===== config.mk =====
export PLATFORM = sky130hd
export DESIGN_NAME = tga_rle_pixel_decoder
export DESIGN_NICKNAME = d
export VERILOG_FILES = /design/src/rtl/core/tgard_pkg.sv /design/src/rtl/core/tgard_front.sv /design/src/rtl/core/tgard_queue.sv /design/src/rtl/core/tgard_back.sv /design/src/rtl/core/tga_rle_pixel_decoder.sv
export SDC_FILE = /design/constraint.sdc
export NUM_CORES = 1
export LEC_CHECK = 0
export ABC_AREA = 1
export BUFFER_PORTS_ARGS = -buffer_cell sky130_fd_sc_hd__buf_2
export CORE_MARGIN = 5
export CORE_UTILIZATION = 30
export DETAILED_ROUTE_END_ITERATION = 6
export GPL_TIMING_DRIVEN = 1
export PLACE_DENSITY = 0.46
export SKIP_CTS_REPAIR_TIMING = 1
export SYNTH_ARGS = -nofsm -noshare
export SYNTH_HDL_FRONTEND = slang
export SYNTH_SLANG_ARGS = --single-unit

===== constraint.sdc =====
create_clock -name aclk -period 10.6 [get_ports aclk]
set_input_delay 0.53 -clock aclk [delete_from_list [all_inputs] [get_ports aclk]]
set_output_delay 0.53 -clock aclk [all_outputs]
set_load 0.01 [all_outputs]

===== src/rtl/core/tgard_pkg.sv =====
// Shared types and constants for the TGA RLE pixel decoder.
// No dependencies; imported by every module of the decoder.
package tgard_pkg;

    localparam int CFG_IDX_W  = 2;
    localparam int CFG_DATA_W = 32;

    localparam logic [CFG_IDX_W-1:0] CFG_RLE_MODE    = 2'd0;
    localparam logic [CFG_IDX_W-1:0] CFG_HAS_ALPHA   = 2'd1;
    localparam logic [CFG_IDX_W-1:0] CFG_PIXEL_TOTAL = 2'd2;

    localparam int          HDR_RUN_BIT  = 7;
    localparam logic [6:0]  HDR_COUNT_MASK = 7'h7f;
    localparam logic [7:0]  ALPHA_OPAQUE = 8'hff;

    // pixel handed from the front end to the output stage
    typedef struct packed {
        logic       last;
        logic [7:0] rep;
        logic       alpha_flag;
        logic [7:0] final_byte;
        logic [7:0] red_raw;
        logic [7:0] green;
        logic [7:0] blue;
    } pix_entry_t;

    // output tdata: red, green, blue, alpha, repeat from the lowest bit up
    typedef struct packed {
        logic [7:0] repeat_res;
        logic [7:0] alpha;
        logic [7:0] blue;
        logic [7:0] green;
        logic [7:0] red;
    } pix_out_t;

endpackage


===== src/rtl/core/tgard_front.sv =====
// Front end: configuration registers, packet header parse, byte assembly,
// run clamp and pixel count. Depends on tgard_pkg.
module tgard_front (
    input  logic                          aclk,
    input  logic                          aresetn,
    input  logic                          cfg_we,
    input  logic [tgard_pkg::CFG_IDX_W-1:0]  cfg_index,
    input  logic [tgard_pkg::CFG_DATA_W-1:0] cfg_data,
    input  logic                          byte_accept,
    input  logic [7:0]                    byte_data,
    output logic                          push,
    output tgard_pkg::pix_entry_t         push_entry
);
    import tgard_pkg::*;

    logic        rle_mode_reg, rle_mode_next;
    logic        has_alpha_reg, has_alpha_next;
    logic [31:0] done_reg, done_next;
    logic [31:0] remaining_reg, remaining_next;
    logic        finished_reg, finished_next;
    logic [1:0]  phase_reg, phase_next;
    logic        expect_hdr_reg, expect_hdr_next;
    logic        run_reg, run_next;
    logic [7:0]  left_reg, left_next;
    logic [23:0] pix_reg, pix_next;

    logic [1:0]  last_idx;
    logic [32:0] total_diff;
    logic [7:0]  rep_raw;
    logic [7:0]  rep;
    logic [7:0]  left_dec;
    logic        clamp;

    assign last_idx   = has_alpha_reg ? 2'd3 : 2'd2;
    assign total_diff = {1'b0, cfg_data} - {1'b0, done_reg};
    assign rep_raw    = (left_reg == 8'd0) ? 8'd1 : left_reg;
    assign clamp      = (remaining_reg[31:8] == 24'd0) && (remaining_reg[7:0] < rep_raw);
    assign left_dec   = (left_reg != 8'd0) ? left_reg - 8'd1 : 8'd0;

    always_comb begin
        rle_mode_next   = rle_mode_reg;
        has_alpha_next  = has_alpha_reg;
        done_next       = done_reg;
        remaining_next  = remaining_reg;
        finished_next   = finished_reg;
        phase_next      = phase_reg;
        expect_hdr_next = expect_hdr_reg;
        run_next        = run_reg;
        left_next       = left_reg;
        pix_next        = pix_reg;
        rep             = 8'd1;
        push            = 1'b0;

        if (byte_accept && !finished_reg) begin
            if (rle_mode_reg && expect_hdr_reg) begin
                run_next        = byte_data[HDR_RUN_BIT];
                left_next       = {1'b0, byte_data[6:0] & HDR_COUNT_MASK} + 8'd1;
                expect_hdr_next = 1'b0;
                phase_next      = 2'd0;
                pix_next        = '0;
            end else if (phase_reg < last_idx) begin
                unique case (phase_reg)
                    2'd0:    pix_next[7:0]   = byte_data;
                    2'd1:    pix_next[15:8]  = byte_data;
                    default: pix_next[23:16] = byte_data;
                endcase
                phase_next = phase_reg + 2'd1;
            end else begin
                push       = 1'b1;
                phase_next = 2'd0;
                pix_next   = '0;
                if (rle_mode_reg) begin
                    if (run_reg) begin
                        rep             = clamp ? remaining_reg[7:0] : rep_raw;
                        left_next       = 8'd0;
                        expect_hdr_next = 1'b1;
                    end else begin
                        left_next = left_dec;
                        if (left_dec == 8'd0) begin
                            expect_hdr_next = 1'b1;
                        end
                    end
                end
                done_next      = done_reg + {24'd0, rep};
                remaining_next = remaining_reg - {24'd0, rep};
                finished_next  = (remaining_reg == {24'd0, rep});
            end
        end

        if (cfg_we) begin
            unique case (cfg_index)
                CFG_RLE_MODE:  rle_mode_next  = cfg_data[0];
                CFG_HAS_ALPHA: has_alpha_next = cfg_data[0];
                CFG_PIXEL_TOTAL: begin
                    remaining_next = total_diff[31:0];
                    finished_next  = total_diff[32] || (total_diff[31:0] == 32'd0);
                end
                default: ;
            endcase
        end
    end

    always_comb begin
        push_entry.last       = finished_next;
        push_entry.rep        = rep;
        push_entry.alpha_flag = has_alpha_reg;
        push_entry.final_byte = byte_data;
        push_entry.red_raw    = pix_reg[23:16];
        push_entry.green      = pix_reg[15:8];
        push_entry.blue       = pix_reg[7:0];
    end

    always_ff @(posedge aclk) begin
        if (!aresetn) begin
            rle_mode_reg   <= 1'b0;
            has_alpha_reg  <= 1'b0;
            done_reg       <= 32'd0;
            remaining_reg  <= 32'd1;
            finished_reg   <= 1'b0;
            phase_reg      <= 2'd0;
            expect_hdr_reg <= 1'b1;
            run_reg        <= 1'b0;
            left_reg       <= 8'd0;
            pix_reg        <= 24'd0;
        end else begin
            rle_mode_reg   <= rle_mode_next;
            has_alpha_reg  <= has_alpha_next;
            done_reg       <= done_next;
            remaining_reg  <= remaining_next;
            finished_reg   <= finished_next;
            phase_reg      <= phase_next;
            expect_hdr_reg <= expect_hdr_next;
            run_reg        <= run_next;
            left_reg       <= left_next;
            pix_reg        <= pix_next;
        end
    end

endmodule


===== src/rtl/core/tgard_queue.sv =====
// Small pixel queue between front end and output stage.
// Depends on tgard_pkg for the entry type.
module tgard_queue #(
    parameter int DEPTH = 4
) (
    input  logic                  aclk,
    input  logic                  aresetn,
    input  logic                  push,
    input  tgard_pkg::pix_entry_t push_entry,
    output logic                  not_full,
    output logic                  not_empty,
    input  logic                  pop,
    output tgard_pkg::pix_entry_t pop_entry
);
    import tgard_pkg::*;

    localparam int PTR_W = $clog2(DEPTH);
    localparam int CNT_W = $clog2(DEPTH + 1);

    pix_entry_t       entries [DEPTH];
    logic [PTR_W-1:0] wr_ptr_reg, wr_ptr_next;
    logic [PTR_W-1:0] rd_ptr_reg, rd_ptr_next;
    logic [CNT_W-1:0] count_reg, count_next;
    logic             do_push, do_pop;

    assign not_full  = (count_reg != CNT_W'(DEPTH));
    assign not_empty = (count_reg != '0);
    assign do_push   = push && not_full;
    assign do_pop    = pop && not_empty;
    assign pop_entry = entries[rd_ptr_reg];

    always_comb begin
        wr_ptr_next = wr_ptr_reg;
        rd_ptr_next = rd_ptr_reg;
        count_next  = count_reg;
        if (do_push) begin
            wr_ptr_next = (wr_ptr_reg == PTR_W'(DEPTH - 1)) ? '0 : wr_ptr_reg + 1'b1;
        end
        if (do_pop) begin
            rd_ptr_next = (rd_ptr_reg == PTR_W'(DEPTH - 1)) ? '0 : rd_ptr_reg + 1'b1;
        end
        if (do_push && !do_pop) begin
            count_next = count_reg + 1'b1;
        end else if (do_pop && !do_push) begin
            count_next = count_reg - 1'b1;
        end
    end

    always_ff @(posedge aclk) begin
        if (do_push) begin
            entries[wr_ptr_reg] <= push_entry;
        end
    end

    always_ff @(posedge aclk) begin
        if (!aresetn) begin
            wr_ptr_reg <= '0;
            rd_ptr_reg <= '0;
            count_reg  <= '0;
        end else begin
            wr_ptr_reg <= wr_ptr_next;
            rd_ptr_reg <= rd_ptr_next;
            count_reg  <= count_next;
        end
    end

endmodule


===== src/rtl/core/tgard_back.sv =====
// Output stage: BGR(A) to RGB(A) reorder, alpha fill and result register.
// Depends on tgard_pkg.
module tgard_back (
    input  logic                  aclk,
    input  logic                  aresetn,
    input  logic                  q_valid,
    input  tgard_pkg::pix_entry_t q_entry,
    output logic                  q_pop,
    output logic                  m_tvalid,
    input  logic                  m_tready,
    output tgard_pkg::pix_out_t   m_tdata,
    output logic                  m_tlast
);
    import tgard_pkg::*;

    logic     valid_reg, valid_next;
    pix_out_t data_reg, data_next;
    logic     last_reg, last_next;

    assign q_pop = q_valid && (!valid_reg || m_tready);

    always_comb begin
        valid_next = valid_reg;
        data_next  = data_reg;
        last_next  = last_reg;
        if (q_pop) begin
            valid_next           = 1'b1;
            data_next.red        = q_entry.alpha_flag ? q_entry.red_raw : q_entry.final_byte;
            data_next.green      = q_entry.green;
            data_next.blue       = q_entry.blue;
            data_next.alpha      = q_entry.alpha_flag ? q_entry.final_byte : ALPHA_OPAQUE;
            data_next.repeat_res = q_entry.rep;
            last_next            = q_entry.last;
        end else if (m_tready) begin
            valid_next = 1'b0;
        end
    end

    always_ff @(posedge aclk) begin
        if (!aresetn) begin
            valid_reg <= 1'b0;
        end else begin
            valid_reg <= valid_next;
        end
    end

    always_ff @(posedge aclk) begin
        data_reg <= data_next;
        last_reg <= last_next;
    end

    assign m_tvalid = valid_reg;
    assign m_tdata  = data_reg;
    assign m_tlast  = last_reg;

endmodule


===== src/rtl/core/tga_rle_pixel_decoder.sv =====
// TGA truecolor payload decoder: one payload byte per cycle in, one pixel
// with a repeat count out per completed pixel or run. Top level; uses
// tgard_pkg, tgard_front, tgard_queue and tgard_back.
//
// Bytes are taken at one per cycle; s_tready falls only when the pixel queue
// (QUEUE_DEPTH entries) is full because m_tready is held low. Pixels pass
// the queue and the output register. Runs are clamped so the repeat counts
// since reset sum to pixel_total; bytes after the last pixel are taken and
// dropped. Configuration (cfg_index 0 rle_mode, 1 has_alpha, 2 pixel_total)
// is always ready and should be written between images.
module tga_rle_pixel_decoder #(
    parameter int QUEUE_DEPTH = 4
) (
    input  logic        aclk,
    input  logic        aresetn,
    input  logic        s_tvalid,
    output logic        s_tready,
    input  logic [7:0]  s_tdata,   // data_byte
    output logic        m_tvalid,
    input  logic        m_tready,
    output logic [39:0] m_tdata,   // red, green, blue, alpha, repeat_res
    output logic        m_tlast,
    input  logic        cfg_valid,
    output logic        cfg_ready,
    input  logic [tgard_pkg::CFG_IDX_W-1:0]  cfg_index,
    input  logic [tgard_pkg::CFG_DATA_W-1:0] cfg_data
);
    import tgard_pkg::*;

    logic       push, q_not_full, q_not_empty, q_pop;
    pix_entry_t push_entry, pop_entry;
    pix_out_t   out_data;

    assign cfg_ready = 1'b1;
    assign s_tready  = q_not_full;

    tgard_front u_front (
        .aclk        (aclk),
        .aresetn     (aresetn),
        .cfg_we      (cfg_valid && cfg_ready),
        .cfg_index   (cfg_index),
        .cfg_data    (cfg_data),
        .byte_accept (s_tvalid && s_tready),
        .byte_data   (s_tdata),
        .push        (push),
        .push_entry  (push_entry)
    );

    tgard_queue #(
        .DEPTH (QUEUE_DEPTH)
    ) u_queue (
        .aclk       (aclk),
        .aresetn    (aresetn),
        .push       (push),
        .push_entry (push_entry),
        .not_full   (q_not_full),
        .not_empty  (q_not_empty),
        .pop        (q_pop),
        .pop_entry  (pop_entry)
    );

    tgard_back u_back (
        .aclk     (aclk),
        .aresetn  (aresetn),
        .q_valid  (q_not_empty),
        .q_entry  (pop_entry),
        .q_pop    (q_pop),
        .m_tvalid (m_tvalid),
        .m_tready (m_tready),
        .m_tdata  (out_data),
        .m_tlast  (m_tlast)
    );

    assign m_tdata = out_data;

endmodule


Word level (Yosys, flattened, before mapping). Memories as Yosys holds them, arrays and structs flattened. A register that Yosys moved wholly into a read port is not among the register bits. Index checks and enable logic that the tools add are counted.

Memories kept: 1. Output and inout port bits: 44. Bits in writable memories: 168. Word-level logic and storage cells: 137. Input port bits: 47. Flip-flop bits (word level): 152.

Bitwise operators: 2. Reductions and logical operators: 37. Add/sub/neg operators: 10. Equality and inequality tests: 11. Magnitude comparators: 2. Mux-type cells: 52.

Memories: u_queue.entries (depth 4, bits a word 42, rd ports 1, clocked after memory_dff 1, wr ports 1, line tgard_queue.sv:20) `pix_entry_t entries [DEPTH];`.

Operator list (number): two-way mux 32 bit (5); two-way mux 8 bit (19); two-way mux 24 bit (2); subtractor 32 x 32 -> 33 bit (1); adder 32 x 8 -> 32 bit (1); equality test 32 x 8 -> 1 bit (1); zero test 32 bit (1); subtractor 32 x 8 -> 32 bit (1); zero test 24 bit (1); two-way mux 1 bit (18); zero test 8 bit (2); two-way mux 2 bit (6); AND reduction 2 bit (6); logical AND 1 bit (9); inequality test 3 x 2 -> 1 bit, second input constant (3); adder 7 x 1 -> 8 bit, second input constant (1); < comparator 8 bit (1); nonzero test 8 bit (1); subtractor 8 x 1 -> 8 bit, second input constant (1); adder 2 x 1 -> 2 bit, second input constant (3); equality test 2 bit, second input constant (3); two-way mux 3 bit (2); AND reduction 3 bit (2); nonzero test 2 bit (3); 13 further kinds (21).

Logic depth before layout (Yosys ltp). Gate-level depths: netlist of the first run.

Depth after elaboration: 16. Mapped depth: 31. Gate-level depth less buffers: 31.

By module. A second synthesis of the first run with hierarchy kept.

Cells, all modules: 2055. Area total of the unflattened synthesis: 17118.9 sq um.

Modules (own cells, without submodules): tgard_front (seq. area each 2062.0 sq um, area each 8962.3 sq um, instances 1, cells each 1493); tgard_queue (seq. area each 5225.0 sq um, area each 6708.9 sq um, instances 1, cells each 476); tgard_back (seq. area each 1251.2 sq um, area each 1428.9 sq um, instances 1, cells each 82); tga_rle_pixel_decoder (seq. area each 0.0 sq um, area each 18.8 sq um, instances 1, cells each 4).

Worst setup path after synthesis of the first run. OpenSTA, ideal clock, no wires.

Path type: reg2reg. Start point: reg u_queue.count_reg[1]. End point: reg u_queue.count_reg[1]. Setup time: 0.120 ns. Data required time: 10.480 ns. Setup slack: 6.409 ns. Stages on the path, launching flop included: 9. Clock period less this slack: 4.191 ns. Arrival: 4.070 ns. Path through: dfxtp_1 -> inv_1 -> a31oi_1 -> inv_1 -> ha_1 -> inv_1 -> fa_1 -> o21ai_0 -> a21oi_1.

Elaborated cells on any way between the ends: 17. Classes of those cells: add/sub (2); eq/ne (1); mux (3); reduce/logical (11).

RTL lines: start, declared (line tgard_queue.sv:23) `logic [CNT_W-1:0] count_reg, count_next;`; start signal, assigned (line tgard_queue.sv:63) `count_reg <= count_next;`; nonzero test 3 bit (line tgard_queue.sv:27) `assign not_empty = (count_reg != '0);`; logical AND 1 bit (line tgard_back.sv:20) `assign q_pop = q_valid && (!valid_reg || m_tready);`; named net q_pop (line tga_rle_pixel_decoder.sv:30) `logic push, q_not_full, q_not_empty, q_pop;`; logical AND 1 bit (line tgard_queue.sv:29) `assign do_pop = pop && not_empty;`; zero test 1 bit (line tgard_queue.sv:42) `if (do_push && !do_pop) begin`; logical AND 1 bit (line tgard_queue.sv:42); two-way mux 3 bit (line tgard_queue.sv:42); named net u_queue.count_next[1] (line tgard_queue.sv:23).

The timed path passes the listed nets, and every way through them passes these cells. The select of a mux whose other input is x is not followed. A chain may end at the register's enable or synchronous reset.

Worst setup path after layout of the first run.
Start point: reg u_front.left_reg[0]. End point: reg u_front.done_reg[22].

Longest elaborated chain between the ends: 11.

Ends and longest elaborated chain: start, declared (line tgard_front.sv:24) `logic [7:0] left_reg, left_next;`; start signal, assigned (line tgard_front.sv:134) `left_reg <= left_next;`; zero test 8 bit (line tgard_front.sv:36) `assign rep_raw = (left_reg == 8'd0) ? 8'd1 : left_reg;`; two-way mux 8 bit * (line tgard_front.sv:36); < comparator 8 bit (line tgard_front.sv:37) `assign clamp = (remaining_reg[31:8] == 24'd0) && (remaining_reg[7:0] < rep_raw);`; logical AND 1 bit (line tgard_front.sv:37); two-way mux 8 bit * (line tgard_front.sv:74) `rep = clamp ? remaining_reg[7:0] : rep_raw;`; two-way mux 8 bit * (line tgard_front.sv:73) `if (run_reg) begin`; two-way mux 8 bit * (line tgard_front.sv:72) `if (rle_mode_reg) begin`; two-way mux 8 bit * (line tgard_front.sv:61) `end else if (phase_reg < last_idx) begin`; two-way mux 8 bit * (line tgard_front.sv:55) `if (rle_mode_reg && expect_hdr_reg) begin`; two-way mux 8 bit * (line tgard_front.sv:54) `if (byte_accept && !finished_reg) begin`; adder 32 x 8 -> 32 bit * (line tgard_front.sv:84) `done_next = done_reg + {24'd0, rep};`; end signal, assigned (line tgard_front.sv:128) `done_reg <= done_next;`; end, declared (line tgard_front.sv:18) `logic [31:0] done_reg, done_next;`.

Mark *: on every way between the ends. The rest lies on a longest branch, timed or not. The select of a mux whose other input is x is not followed.

==> results of run 1 <==
-- final timing paths --
| kind | startpoint | endpoint | slack (ns) |
|---|---|---|---|
| max reg2reg | u_front.left_reg[0] | u_front.done_reg[22] | 6.27 |
| min reg2reg | u_front.remaining_reg[31] | u_front.remaining_reg[31] | 0.47 |
| min | s_tdata[3] | u_queue.entries[0][27] | 0.26 |
| max | u_front.left_reg[0] | u_front.done_reg[22] | 6.27 |
-- power by group --
group / switching (mW) / total, mW / internal, mW
Clock: 0.529 / 1.27 / 0.741
Sequential: 0.0763 / 1.61 / 1.53
Combinational: 0.667 / 0.969 / 0.302
-- logic make-up (layout without fill, tap and decap cells) --
family	Yosys count	after routing	synth area share, %
AO/OA/AOI/OAI	353	353	11.6
XOR/XNOR	46	46	2.40
adder cells (fa/ha/maj)	69	69	5.21
buffers and inverters	342	458	7.68
flip-flops	322	322	49.8
other	1	1	0.0219
AND/OR/NAND/NOR	912	912	23.2
-- area by class of cell --
| type | count | area (um^2) | share of cell area (%) |
|---|---|---|---|
| repair buffers | 102 | 543 | 2.76 |
| well taps | 756 | 946 | 4.81 |
| inverters | 286 | 1070 | 5.46 |
| multi-input cells | 1381 | 7340 | 37.3 |
| clock inverters | 14 | 150 | 0.763 |
| clock buffers | 56 | 1080 | 5.49 |
| flip-flops and latches | 322 | 8540 | 43.4 |
-- cell usage after synthesis (all sizes together) (14+ instances only) --
master  instances  area [um^2]
a21oi         125          644
buf            14         75.1
nor3           31          170
inv           283         1060
o21ai         148          752
ha             65          813
dfxtp         113         2260
o22ai          34          213
nand3          91          536
xor2           33          297
nor2          272         1100
nand4          26          169
clkbuf         42          168
nand2         471         1830
edfxtp        209         6280
-- per-stage QoR --
stage	utilization [%]	cell area, um^2
2_1_floorplan	-	17100
3_3_place_gp	32.6	18400
3_5_place_dp	32.6	18400
4_1_cts	34.8	19700
5_1_grt	34.8	19700
6_report	34.8	19700
-- routing by layer --
metal / share of wire [%] / vias up / GRT usage (%)
li1: - / 6974 / -
met3: 4.2 / 83 / 2.66
met1: 46 / 6487 / 20.5
met5: 0.014 / - / 0
met2: 47 / 289 / 26.8
met4: 2.9 / 2 / 4.70
==> metrics.txt, run 1 <==
total iterations of the first detailed-routing run 5; Leak Pwr just over 8 nW; Worst Setup Path Type flop to flop; Worst Path Max Fanout 9; vias in the first global route 13700; Final #Nets around 2200; clock slew at reported path FFs roughly 0.060 ns; FF+latch count, synth 322; worst reg2reg path depth 29; sequential cell area fraction in the yosys report around half; initial antenna violation count 1; share of layout cells above drive strength 1 12.2%; setup violators final 0; wire per inst between 15 and 20 um; CTS Buf Count 38; slew at the pin closest to its max-slew limit 0.956 ns; post-detail-place hpwl about 36000 um; startpoint types flop; most frequent cells in the layout nand2_1 (449), inv_1 (267), nor2_1 (244); Worst Skew a little under 0.02 ns; largest net degree at the start of global routing 85; Power Total 3.85 mW; outcome finished, final reports clean; unrepaired setup endpoints after global routing false; initial core utilization between 30% and 40%; Most used DFF post-synth edfxtp_1; power density over the cells a little under 200 nW/um^2; clk sinks 322; routed vias roughly 14000; post-synth cell types 60; Area Overhead vs Synth 14.8%; Final WS setup 6.27 ns; Core ar. between 50000 and 60000 um^2; Max Cap Viol 0; gpl congestion 0.906; filler instances 5905; Cell Count Post-Placement 2847; setup TNS 0 ns; most flop-heavy register u_queue.entries; Die Y ~250 um; Mapped Area 17100 um^2; DRC viols 0; Antenna diodes 0; Gate Count Post-Synth roughly 2000; root buf cell clkbuf_16; IO buf count 89; overflow left after global routing 0; CP required 11.00 ns; number of H-tree levels 2; slowest stage delay, CP approximately 0.42 ns; worst slack, placed 6.30 ns; ys async rst share 0%; vias per cell 4.74; DR iter-0 viols 799; GRT Total Usage 15.7%; fin. max-slew vios 0; final std cells w/o fill between 2000 and 3000; yosys synthesis warning count 0; die area 62000 um^2; Max VDD drop 128 uV; Levels on crit path 29; most common cell after layout, fill and taps aside nand2_1; worst min path class input pin to flop; worst path arrival time approximately 4.7 ns; Max transition margin 36.3%; Final min period 4.33 ns; fin crit share between 40% and 50%; later-pin clock latency in the skew report 0.56 ns; CP max stage cell fa_1; CP Capture Type flop; I/O pins 91; Final ANT Viol Nets 0; EDFF count, synth 209; Synthesized Nets between 2000 and 2500; Syn Area/Cell 8.38 um^2; CP delay by family, top simple AND/OR/NAND/NOR gates; clock tree buffer depth 3; first-pass GRT wire length between 70000 and 80000 um; fmax roughly 230 MHz; final hold violation count 0; Worst Path Buf+Inv 3; drt total wl between 50000 and 60000 um; WHS 0.265 ns; Row Count 87; Min-Delay Path Depth 1; CTS tree yes; die width 249 um; Largest register FFs 168
Power figures use the tool's default switching activity.
==> inputs of run 2 (changes only) <==
Clock period 10.6 ns to 4.1 ns, I/O delays scaled along.
==> run 2 against run 1 <==
  * Clock power rose to 2.6 times the previous value
  * Global-route usage barely moved
  * Hold slack lost 0.25 ns
  * Via count rose by 1.3%
  * Clock skew is 0.0035 ns higher
  * Highest routed layer is now met4
  * Largest power group unchanged
  * Clock-buffer cell count decreased by 9
  * Die area unchanged
  * Maximum frequency increased by 12%
  * First-iteration DRC count is 5.0% lower
  * Worst setup slack worse by 6.0 ns
==> metrics.txt, run 2 (synthesis results as in run 1) <==
GRT busiest layer met2 (unchanged); Final ANT Viol Nets 0 (unchanged); Final WS setup 0.252 ns (was 6.27 ns); die width 249 um (unchanged); gpl congestion 0.914 (was 0.906); met2 Use GR 27.3% (was 26.8%); setup violators final 0 (unchanged); largest net degree at the start of global routing 83 (was 85); most common cell after layout, fill and taps aside nand2_1 (unchanged); Worst Path Max Fanout 8 (was 9); final hold violation count 0 (unchanged); Max transition margin 32.9% (was 36.3%); Core ar. 56500 um^2 (unchanged); Switch Pwr 3.37 mW (was 1.27 mW); initial antenna violation count 0 (was 1); most used cell, CP nand2_1; first-pass GRT wire length 78600 um (was 78100 um); Cell Count Post-Placement 2865 (was 2847); number of H-tree levels 2 (unchanged); Max VDD drop 283 uV (was 128 uV); clock slew at reported path FFs 0.06 ns (about the same); Die Y 249 um (unchanged); critical path startpoint u_front.left_reg[1] (was u_front.left_reg[0]); outcome finished, final reports clean (unchanged); power density over the cells 497 nW/um^2 (was 196 nW/um^2); CTS Buf Count 37 (was 38); Largest register FFs 168 (unchanged); fin area 20300 um^2 (was 19700 um^2); WHS 0.0175 ns (was 0.265 ns); CP Capture Type flop (unchanged); slew at the pin closest to its max-slew limit 1.01 ns (was 0.956 ns); post-detail-place hpwl 36600 um (was 36000 um); clk sinks 322 (unchanged); fin crit share 93.8% (was 40.8%); Max Cap Viol 0 (unchanged); placed standard-cell area 18600 um^2 (was 18400 um^2); Flop pwr share 40.8% (was 41.8%); FF-to-FF Start u_front.left_reg[1] (was u_front.left_reg[0]); Final #Nets 2294 (was 2247); IO buf count 89 (unchanged); wire per inst 17.1 um (was 17.2 um); GRT Total Usage 15.7% (about the same); final core utilization 36.0% (was 34.8%); Worst Setup Path Type flop to flop (unchanged); clock tree buffer depth 3 (unchanged); vias in the first global route 13700 (about the same); startpoint types flop (unchanged); setup TNS 0 ns (unchanged); CTS tree yes (unchanged); CP max stage cell dfxtp_4 (was fa_1); overflow left after global routing 0 (unchanged); routed vias 14000 (was 13800); Final min period 3.85 ns (was 4.33 ns); Leak Pwr 8.44 nW (was 8.19 nW); initial core utilization 30.3% (unchanged); grt met1 use 20.7% (was 20.5%); Pint 6.73 mW (was 2.57 mW); unrepaired setup endpoints after global routing true (was false); root buf cell clkbuf_16 (unchanged); Clock Power Share 32.8% (was 33.0%); Worst Skew 0.0227 ns (was 0.0193 ns); Row Count 87 (unchanged); sw frac 33.3% (was 33.1%); DR iter-0 viols 759 (was 799); Area Overhead vs Synth 18.6% (was 14.8%); Hold Crit Start cfg_index[1] (was s_tdata[3]); most frequent cells in the layout nand2_1 (440), inv_1 (261), nor2_1 (241) (was nand2_1 (449), inv_1 (267), nor2_1 (244)); CP required 4.52 ns (was 11.00 ns); filler instances 5815 (was 5905); Combinational Power Share 26.3% (was 25.2%); slowest stage delay, CP 0.35 ns (was 0.42 ns); R2R setup slack 0.25 ns (was 6.27 ns); worst slack, placed -0.00914 ns (was 6.30 ns); final std cells w/o fill 2963 (was 2917); worst min path class input pin to flop (unchanged); Power Total 10.1 mW (was 3.85 mW); I/O pins 91 (unchanged); vias per cell 4.73 (was 4.74); die area 62000 um^2 (unchanged); drt total wl 50600 um (was 50300 um); DRC viols 0 (unchanged); total iterations of the first detailed-routing run 6 (was 5); Antenna diodes 0 (unchanged); most flop-heavy register u_queue.entries (unchanged); later-pin clock latency in the skew report 0.56 ns (about the same); GR Util met3 2.24% (was 2.66%); fin. max-slew vios 0 (unchanged); worst path arrival time 4.27 ns (was 4.73 ns); share of layout cells above drive strength 1 15.3% (was 12.2%); fmax 260 MHz (was 231 MHz)
==> run 2: cell count changes in the layout (fill, tap and decap cells not counted), sizes merged <==
cell	change
buf	+40
bufinv	+2
clkbuf	-9
clkinv	+4
dlygate4sd3	+8
inv	+1
==> run 2: path summary, 6_finish.rpt <==
kind              cells after the start                         to
setup / recovery                     28  u_front.remaining_reg[27]
hold / removal                        3      u_front.has_alpha_reg
setup reg to reg                     28  u_front.remaining_reg[27]
hold reg to reg                       0     u_queue.entries[0][23]
==> run 2: cell type report <==
cell class              count  area [um^2]  share of cell area (%)
flip-flops and latches    322         8540                    42.0
multi-input cells        1381         7600                    37.4
inverters                 286         1080                    5.29
clock buffers              47          983                    4.84
well taps                 756          946                    4.65
repair buffers            150          940                    4.62
clock inverters            21          236                    1.16
==> run 2: critical path, delay by kind of cell (launching register included) <==
family	cells	cell delay, ns
buffers and inverters	4	0.43
xor gates and xnor gates	1	0.12
adders and majority gates	2	0.40
DFF	1	0.35
AOI/OAI and AO/OA	5	0.73
and+or+nand+nor	16	1.68
==> run 2: metal layers <==
metal  share of wire (%)  vias to the layer above
met5                   0                        -
met4                 2.3                        0
met3                 3.9                       68
met2                  48                      275
met1                  45                     6612
li1                    -                     7057
==> run 2: power groups by stage <==
| stage | Sequential, mW | Combinational, mW | Clock (mW) |
|---|---|---|---|
| final | 4.12 | 2.66 | 3.32 |
| after global placement | 4.19 | 2.60 | 0 |
| after floorplan | 4.29 | 1.56 | 0 |
| after CTS | 4.13 | 2.63 | 3.42 |
| after detailed placement | 4.19 | 2.62 | 0 |
| after global routing | 4.17 | 2.99 | 3.56 |
==> inputs of run 3 (changes only) <==
Settings changed: CORE_MARGIN 5 to not set.
==> run 3 against run 2 <==
  * Design area is 0.57% lower
  * Non-clock buffer count is 17 lower
  * Worst setup slack worse by 0.064 ns
  * Critical path type unchanged
  * Clock power is 1% higher
  * Cell count is 0.57% lower
  * Largest cell class unchanged
  * Critical path depth is 2 higher
==> metrics.txt, run 3 (synthesis results as in run 1) <==
gpl congestion 0.863 (was 0.914); wire per inst 16.8 um (was 17.1 um); R2R setup slack 0.19 ns (was 0.25 ns); largest net degree at the start of global routing 52 (was 83); Leak Pwr 8.38 nW (was 8.44 nW); post-detail-place hpwl 35900 um (was 36600 um); routed vias 13900 (was 14000); fin crit share 95.4% (was 93.8%); Final min period 3.91 ns (was 3.85 ns); Max VDD drop 345 uV (was 283 uV); share of layout cells above drive strength 1 14.6% (was 15.3%); fmax 256 MHz (was 260 MHz); Switch Pwr 3.28 mW (was 3.37 mW); DRC viols 0 (unchanged); drt total wl 49600 um (was 50600 um); fin. max-slew vios 0 (unchanged); Antenna diodes 0 (unchanged); IO buf count 89 (unchanged); worst path arrival time 4.30 ns (was 4.27 ns); clock slew at reported path FFs 0.06 ns (about the same); final hold violation count 0 (unchanged); Pint 6.80 mW (was 6.73 mW); die width 241 um (was 249 um); Largest register FFs 168 (unchanged); Area Overhead vs Synth 17.9% (was 18.6%); outcome finished, final reports clean (unchanged); root buf cell clkbuf_16 (unchanged); Row Count 87 (unchanged); FF-to-FF Start u_front.left_reg[1] (unchanged); unrepaired setup endpoints after global routing true (unchanged); I/O pins 91 (unchanged); Max transition margin 32.9% (about the same); CTS tree yes (unchanged); power density over the cells 499 nW/um^2 (was 497 nW/um^2); setup violators final 0 (unchanged); first-pass GRT wire length 75500 um (was 78600 um); Min-Delay Path Depth 3 (unchanged); Final #Nets 2277 (was 2294); Worst Skew 0.0152 ns (was 0.0227 ns); most flop-heavy register u_queue.entries (unchanged); Worst Hold End u_front.has_alpha_reg (unchanged); sw frac 32.6% (was 33.3%); overflow left after global routing 0 (unchanged); Cell Count Post-Placement 2863 (was 2865); clk sinks 322 (unchanged); Clock Power Share 33.3% (was 32.8%); initial core utilization 30.4% (was 30.3%); final std cells w/o fill 2946 (was 2963); CP max stage cell fa_2 (was dfxtp_4); startpoint types flop (unchanged); final core utilization 35.8% (was 36.0%); later-pin clock latency in the skew report 0.54 ns (was 0.56 ns); Flop pwr share 41.2% (was 40.8%); Core ar. 56400 um^2 (was 56500 um^2); total iterations of the first detailed-routing run 5 (was 6); clock tree buffer depth 3 (unchanged); die area 58100 um^2 (was 62000 um^2); Die Y 241 um (was 249 um); Hold Crit Start cfg_index[1] (unchanged); slew at the pin closest to its max-slew limit 1.01 ns (about the same); Power Total 10.1 mW (about the same); vias in the first global route 13400 (was 13700); most common cell after layout, fill and taps aside nand2_1 (unchanged); most frequent cells in the layout nand2_1 (442), inv_1 (262), nor2_1 (242) (was nand2_1 (440), inv_1 (261), nor2_1 (241)); worst flop-to-flop path endpoint u_front.done_reg[22] (was u_front.remaining_reg[27]); worst min path class input pin to flop (unchanged); Worst Setup Path Type flop to flop (unchanged); Worst Path Max Fanout 7 (was 8); vias per cell 4.71 (was 4.73); CTS Buf Count 37 (unchanged); slowest stage delay, CP 0.38 ns (was 0.35 ns); DR iter-0 viols 707 (was 759); number of H-tree levels 2 (unchanged); GRT Total Usage 17.0% (was 15.7%); Max Cap Viol 0 (unchanged); most used cell, CP nand2_4 (was nand2_1); CP required 4.49 ns (was 4.52 ns); Final ANT Viol Nets 0 (unchanged); worst reg2reg path depth 30 (was 28); filler instances 5953 (was 5815); initial antenna violation count 0 (unchanged); CP Capture Type flop (unchanged); Combinational Power Share 25.5% (was 26.3%)
run 3: cell types whose count changed in the layout (fill, tap and decap cells not counted), moves of 2 or more:
| cell | before | now |
|---|---|---|
| clkinv_4 | 2 | 0 |
| nand2_2 | 24 | 21 |
| clkbuf_8 | 2 | 0 |
| dlygate4sd3_1 | 8 | 5 |
| clkinv_2 | 5 | 7 |
| nand2_1 | 440 | 442 |
| bufinv_16 | 3 | 5 |
| buf_4 | 51 | 36 |
run 3: power by group through the flow:
| stage | registers [mW] | clock network (mW) | logic, mW |
|---|---|---|---|
| 3_5_place_dp | 4.23 | 0 | 2.54 |
| 5_1_grt | 4.21 | 3.58 | 2.90 |
| 4_1_cts | 4.16 | 3.46 | 2.55 |
| 6_report | 4.16 | 3.36 | 2.57 |
| 2_1_floorplan | 4.29 | 0 | 1.56 |
| 3_3_place_gp | 4.22 | 0 | 2.53 |
run 3: how the worst max path moves through the flow:
stage	start	endpoint	slack (ns)	depth (start not counted)
floorplan	u_front.left_reg[0]	u_front.done_reg[22]	0.43	29
global placement	u_front.left_reg[1]	u_front.done_reg[22]	0.06	30
detailed placement	u_front.left_reg[1]	u_front.done_reg[22]	-0.001	30
CTS	u_front.left_reg[1]	u_front.done_reg[22]	-0.02	29
global route	u_front.left_reg[1]	u_front.done_reg[22]	-0.07	30
finish	u_front.left_reg[1]	u_front.done_reg[22]	0.19	30
run 3: critical path: cells and delay by family, from the launching register on:
kind / cells / cell delay, ns
buf+inv: 3 / 0.14
xor+xnor: 1 / 0.16
compound gates: 3 / 0.38
simple gates: 19 / 1.93
fa+ha+maj: 4 / 0.81
flops: 1 / 0.36
run 3: stage by stage:
| step | cell area, um^2 | TNS [ns] | hold WS [ns] | setup slack, ns |
|---|---|---|---|---|
| finish | 20200 | 0 | 0.00195 | 0.189 |
| global route | 20200 | -0.307 | 0.00264 | -0.0676 |
| CTS | 19800 | -0.0166 | -0.106 | -0.0166 |
| detailed placement | 18600 | -0.00132 | 0.458 | -0.00132 |
| global placement | 18600 | 0 | 0.459 | 0.0649 |
| floorplan | 17100 | 0 | 0.304 | 0.431 |
run 3: layout make-up:
class | count | area, um^2 | share of cell area (%)
Multi-Input combinational cell | 1381 | 7600 | 37.6
Tap cell | 756 | 946 | 4.68
Clock buffer | 46 | 960 | 4.75
Sequential cell | 322 | 8540 | 42.3
Timing Repair Buffer | 133 | 808 | 4.00
Inverter | 286 | 1080 | 5.32
Clock inverter | 22 | 282 | 1.39
run 3: routing by layer:
layer	part of all wire, %	wire length (um)	GRT usage, %
met3	3.7	1810	2.24
met1	45	22500	21.7
met2	49	24200	29.7
met4	2.2	1090	4.72
met5	0	0	0
